===== src/rtl/core/sezla_pkg.sv =====
// shared constants and the arctangent table for the look-angle pipeline
// no dependencies; compiled first
package sezla_pkg;

    localparam int GUARD_BITS   = 4;
    localparam int ANG_ACC_W    = 34;
    localparam int ATAN_ENTRIES = 31;
    localparam int Q30_FRAC     = 30;

    localparam logic [29:0] INV_GAIN_Q30  = 30'd652032874;
    localparam logic [29:0] INV_GAIN_TAIL = 30'd434688582;

    // atan(2^-i) in units of 2^-32 turn
    function automatic logic [31:0] atan_turn(input int idx);
        logic [31:0] val;
        case (idx)
            0:       val = 32'd536870912;
            1:       val = 32'd316933406;
            2:       val = 32'd167458907;
            3:       val = 32'd85004756;
            4:       val = 32'd42667331;
            5:       val = 32'd21354465;
            6:       val = 32'd10679838;
            7:       val = 32'd5340245;
            8:       val = 32'd2670163;
            9:       val = 32'd1335087;
            10:      val = 32'd667544;
            11:      val = 32'd333772;
            12:      val = 32'd166886;
            13:      val = 32'd83443;
            14:      val = 32'd41722;
            15:      val = 32'd20861;
            16:      val = 32'd10430;
            17:      val = 32'd5215;
            18:      val = 32'd2608;
            19:      val = 32'd1304;
            20:      val = 32'd652;
            21:      val = 32'd326;
            22:      val = 32'd163;
            23:      val = 32'd81;
            24:      val = 32'd41;
            25:      val = 32'd20;
            26:      val = 32'd10;
            27:      val = 32'd5;
            28:      val = 32'd3;
            29:      val = 32'd1;
            30:      val = 32'd1;
            default: val = 32'd0;
        endcase
        return val;
    endfunction

endpackage


===== src/rtl/core/sezla_gain_mul.sv =====
// two-stage q30 gain correction multiplier, rounds half up, side-band pass-through
// depends on sezla_pkg
module sezla_gain_mul
    import sezla_pkg::*;
#(
    parameter int          VW     = 34,
    parameter int          PW     = 35,
    parameter int          SIDE_W = 1,
    parameter logic [29:0] GAIN   = 30'd652032874
)
(
    input  logic              clk,
    input  logic              rst_n,
    input  logic              en,
    input  logic              valid_in,
    input  logic [VW-1:0]     v_in,
    input  logic [SIDE_W-1:0] side_in,
    output logic              valid_out,
    output logic [PW-1:0]     p_out,
    output logic [SIDE_W-1:0] side_out
);

    localparam int VX = (VW > Q30_FRAC + 1) ? VW : Q30_FRAC + 1;
    localparam int HW = VX - Q30_FRAC;

    logic [VX-1:0]       vx;
    logic [HW+29:0]      hi_next;
    logic [59:0]         lo_next;
    logic [HW+30:0]      sum;
    logic                valid_a_reg;
    logic                valid_b_reg;
    logic [HW+29:0]      hi_reg;
    logic [59:0]         lo_reg;
    logic [SIDE_W-1:0]   side_a_reg;
    logic [SIDE_W-1:0]   side_b_reg;
    logic [PW-1:0]       p_reg;

    assign vx      = VX'(v_in);
    assign hi_next = (HW+30)'(vx[VX-1:Q30_FRAC]) * (HW+30)'(GAIN);
    assign lo_next = 60'(vx[Q30_FRAC-1:0]) * 60'(GAIN);
    assign sum     = (HW+31)'(hi_reg) + (HW+31)'((lo_reg + 60'(64'd1 << 29)) >> Q30_FRAC);

    always_ff @(posedge clk or negedge rst_n)
    begin
        if (!rst_n)
        begin
            valid_a_reg <= 1'b0;
            valid_b_reg <= 1'b0;
        end
        else if (en)
        begin
            valid_a_reg <= valid_in;
            valid_b_reg <= valid_a_reg;
        end
    end

    always_ff @(posedge clk)
    begin
        if (en)
        begin
            hi_reg     <= hi_next;
            lo_reg     <= lo_next;
            side_a_reg <= side_in;
            p_reg      <= PW'(sum);
            side_b_reg <= side_a_reg;
        end
    end

    assign valid_out = valid_b_reg;
    assign p_out     = p_reg;
    assign side_out  = side_b_reg;

endmodule


===== config.mk =====
export PLATFORM = sky130hd
export DESIGN_NAME = sezla_gain_mul
export DESIGN_NICKNAME = d
export VERILOG_FILES = /design/src/rtl/core/sezla_pkg.sv /design/src/rtl/core/sezla_gain_mul.sv
export SDC_FILE = /design/constraint.sdc
export NUM_CORES = 1
export LEC_CHECK = 0
export BUFFER_PORTS_ARGS = -buffer_cell sky130_fd_sc_hd__buf_2
export CAP_MARGIN = 20
export CORE_MARGIN = 2
export CORE_UTILIZATION = 55
export CTS_CLUSTER_SIZE = 30
export DETAILED_ROUTE_END_ITERATION = 6
export PLACE_DENSITY_LB_ADDON = 0.1
export SLEW_MARGIN = 40
export SYNTH_ARGS = -nofsm -noshare
export SYNTH_HDL_FRONTEND = slang
export SYNTH_SLANG_ARGS = --single-unit

===== constraint.sdc =====
create_clock -name clk -period 4.19 [get_ports clk]
set_clock_uncertainty 0.2 [all_clocks]
set_input_delay 0.419 -clock clk [delete_from_list [all_inputs] [get_ports clk]]
set_output_delay 0.419 -clock clk [all_outputs]
set_load 0.005 [all_outputs]

Yosys cells after proc, flatten, opt, wreduce, memory -nomap -nowiden:

Index checks and enable logic that the tools add are counted.

* multiply operators: 2
* add/subtract/negate cells: 2

Operators by type and width (number)
* $add 60x30->60 const B: 1
* $mul 30x29->59 const B: 1
* $add 34x30->35: 1
* $mul 4x29->33 const B: 1

* register bits after elaboration: 131

Logic depth before layout (Yosys ltp):

* word-level depth: 2
* gate-level depth with buffers: 24
* depth with buffers taken out: 24

Least setup slack after synthesis:

Ideal clock, no wire load.

* kind: input-to-reg
* from: in v_in[8]
* to: reg lo_reg[59], data pin
* data arrival time: 6.750 ns
* path slack: -3.020 ns
* stages: 24
* setup time: 0.260 ns
* cell sequence: inv_1 > fa_1 > fa_1 > inv_1 > fa_1 > inv_1 > fa_1 > inv_1 > fa_1 > fa_1 > fa_1 > inv_1 > fa_1 > inv_1 > ha_1 > nand4_1 > or3_1 > nand2b_1 > a21oi_1 > nor2_1 > o31ai_2 > o31ai_1 > o21ai_0 > xnor2_1

* word-level cells in the longest chain between the ends: 1

Ends and longest elaborated chain
* from (decl): line sezla_gain_mul.sv:16 `input logic [VW-1:0] v_in,`
* $mul 30x29->59: line sezla_gain_mul.sv:40 `assign lo_next = 60'(vx[Q30_FRAC-1:0]) * 60'(GAIN);`
* via lo_next[59]: line sezla_gain_mul.sv:28 `logic [59:0] lo_next;`
* to (signal assigned): line sezla_gain_mul.sv:62 `lo_reg <= lo_next;`
* to (decl): line sezla_gain_mul.sv:33 `logic [59:0] lo_reg;`

The timed path passes the listed nets, and every way through them passes these cells.
A chain may end at the register's enable or synchronous reset.

Worst setup path after layout:

* from: in v_in[6]
* to: reg lo_reg[58], data pin

Same word-level chain as after synthesis.

==> results.md <==
- Status: finished with violations
- Most common cell on crit path: fa_1
- CP Capture Type: flip-flop
- Slowest cell on crit path: fa_1
- Most used flip-flop cell after synthesis: edfxtp_1
- Top-area cell type share of the netlist area: 37.1%
- Critical path type: primary input to flip-flop
- Die area: 0.0442 mm2
- DR iter-0 viols: 947
- Antenna viol nets, final: 0
- EDFF count, synth: 101
- GRT overflow: 0
- RSZ-0062 raised after global routing: yes
- Synth cell count leaders: 605 x inv_1, 433 x fa_1, 402 x ha_1
- Most area-hungry cell type in the Yosys netlist: fa_1
- TritonCTS Buffers: 9
- Number of global-route vias before repair: 18,100
- Post-Route WL: 61.1 mm
- CTS tree: done
- Syn nets: 3,090
- Initial antenna violation count: 0
- Routed len/inst: 18.9 um
- Sequential fraction of the synthesis area: 13.2%
- First-pass DRT Iterations: 5
- Yosys warns: 0
- DR vias: 17,000
- Layout area overhead: 24.4%
- Initial core utilization: 55.7%
- Crit-path max FO: 4
- Peak Freq: 144 MHz
- Seq cells post-synth: 103
- Final Cycle Share: 165%
- Max reg flops: 35
- Most frequent cell after synthesis: inv_1
- Io pins: 76
- Worst Path Required: 4.11 ns
- First-pass GRT wire length: 94.7 mm
- Placed wire-length estimate: 54.3 mm
- Crit path largest cell delay: 0.53 ns
- PortBufs: 75
- Asr flop ratio synth: 1.94%
- Worst-margin pin slew: 0.581 ns
- FF-to-FF setup slack: 0.15 ns
- Number of H-tree levels: 3
- Cells after synthesis: 2,216
- Post-synth cell types: 65
- Number of max-cap violations: 0
- Placer Congestion: 0.971
- Post-route worst setup slack: -2.74 ns
- Final net count: 3,568
- Post-Syn Area: 0.0234 mm2
- Worst hold path type: primary input to flip-flop
- Max_slew headroom: 60.9%
- Synth top area cells: fa_1 37%, ha_1 22%, edfxtp_1 13%
- Failing checks: negative setup slack
- Worst-Skew Late Latency: 0.36 ns
- Max-slew violations: 0
- Cell row count: 75
- Vias per cell: 5.26
- Layout cells sized above 1: 26.1%
- Largest net degree at the start of global routing: 44
- DIE WIDTH: 210 um
- Min Clock Period, post-route: 6.93 ns
- Max Root-Sink Buffers: 2
- GRT Total Usage: 28.0%
- Final hold vios: 0
- Data arrival time of the critical path: 6.85 ns
- Root buffer cell: clkbuf_16
- Die height: 210 um
- CTS Sinks: 103
- DRC Markers: 0
- CP Launch Type: primary input
- Mapped Avg Cell Area: 10.5 um2
- Clock transition at the registers of the reported paths: 0.07 ns
- Final Util: 69.3%
- Final count of negative-setup-slack endpoints: 31
- Antenna cells: 0
- Area of the core: 0.0419 mm2
cells in the final DEF, fill, tap and decap left out, types with 6 or more instances in the layout:
cell,n
nand3_1,27
a21oi_1,66
inv_1,571
o21bai_1,17
buf_6,29
xor2_1,40
and3_1,13
clkinvlp_4,8
buf_12,6
nor3_1,15
a21o_1,72
o21ai_0,24
nand4_1,21
fa_2,22
o21ai_1,8
nor2b_1,13
buf_4,381
clkbuf_16,9
o21ai_2,10
nand2b_1,7
xnor2_1,64
buf_2,63
fa_1,411
a21oi_2,14
nor2_1,48
ha_1,352
a221oi_2,6
ha_2,10
nand2_1,57
ha_4,40
edfxtp_1,101
inv_2,27
a31oi_1,6
cell type report:
class                           count  area [um2]
Multi-Input combinational cell   1491       19100
Fill cell                        3247       12900
Timing Repair Buffer              484        3680
Sequential cell                   103        3080
Inverter                          605        2300
Tap cell                          539         674
Clock buffer                        9         225
Clock inverter                      7        55.1
cell families (layout without fill, tap and decap cells):
family          Yosys count  in the layout  share of synthesized area [%]
flops                   103            103                           13.2
buf+inv                 622           1105                           9.99
xor+xnor                109            109                           4.08
fa+ha+maj               835            835                           58.6
mux                       3              3                          0.139
simple gates            244            244                           5.14
compound gates          300            300                           8.85
worst max-delay path, delay by kind of cell:
kind,cells,cell delay [ns]
buffers and inverters,8,0.59
XOR/XNOR,1,0.12
AO/OA/AOI/OAI,4,0.72
adder cells (fa/ha/maj),9,4.26
AND/OR/NAND/NOR,4,0.74
what timing repair did:
action | CTS | global route
hold buffers | 1 | 0
cloned | 0 | 0
pin swaps | 40 | 134
resized for setup | 56 | 181
hold endpoints to repair | 2 | 0
setup buffers | 15 | 29
endpoints found under the setup margin | 36 | 42
layer usage:
metal	share of wire, %	GRT usage [%]	vias up
met5	0.14	1.45	-
met4	2.1	5.99	2
met3	6.5	5.10	73
met2	47	45.5	444
met1	44	39.5	8448
li1	-	-	8075
worst paths after layout:
path	start	end	cells after the start
setup reg to reg	lo_reg[34]	p_out[26]	18
hold reg to reg	side_a_reg	side_out	0
min in group asynchronous	rst_n	valid_out	2
max in group asynchronous	rst_n	valid_a_reg	2
hold / removal	side_in	side_a_reg	1
setup / recovery	v_in[6]	lo_reg[58]	26
through the flow:
stage	instance area (um2)	setup slack, ns	instances	hold slack (ns)	TNS (ns)
2_1_floorplan	23700	-2.71	2216	-0.0766	-75.36
3_3_place_gp	27500	-3.18	3180	0.00236	-90.00
3_5_place_dp	27500	-3.25	3180	0.00761	-92.49
4_1_cts	28100	-2.73	3212	0.0286	-77.37
5_1_grt	29100	-2.94	3238	0.0308	-83.60
6_report	29100	-2.74	3238	0.0415	-77.30
Power is left out: the tool's default activity adds up to more than one toggle a clock period on the data nets, which glitch-free logic cannot reach.
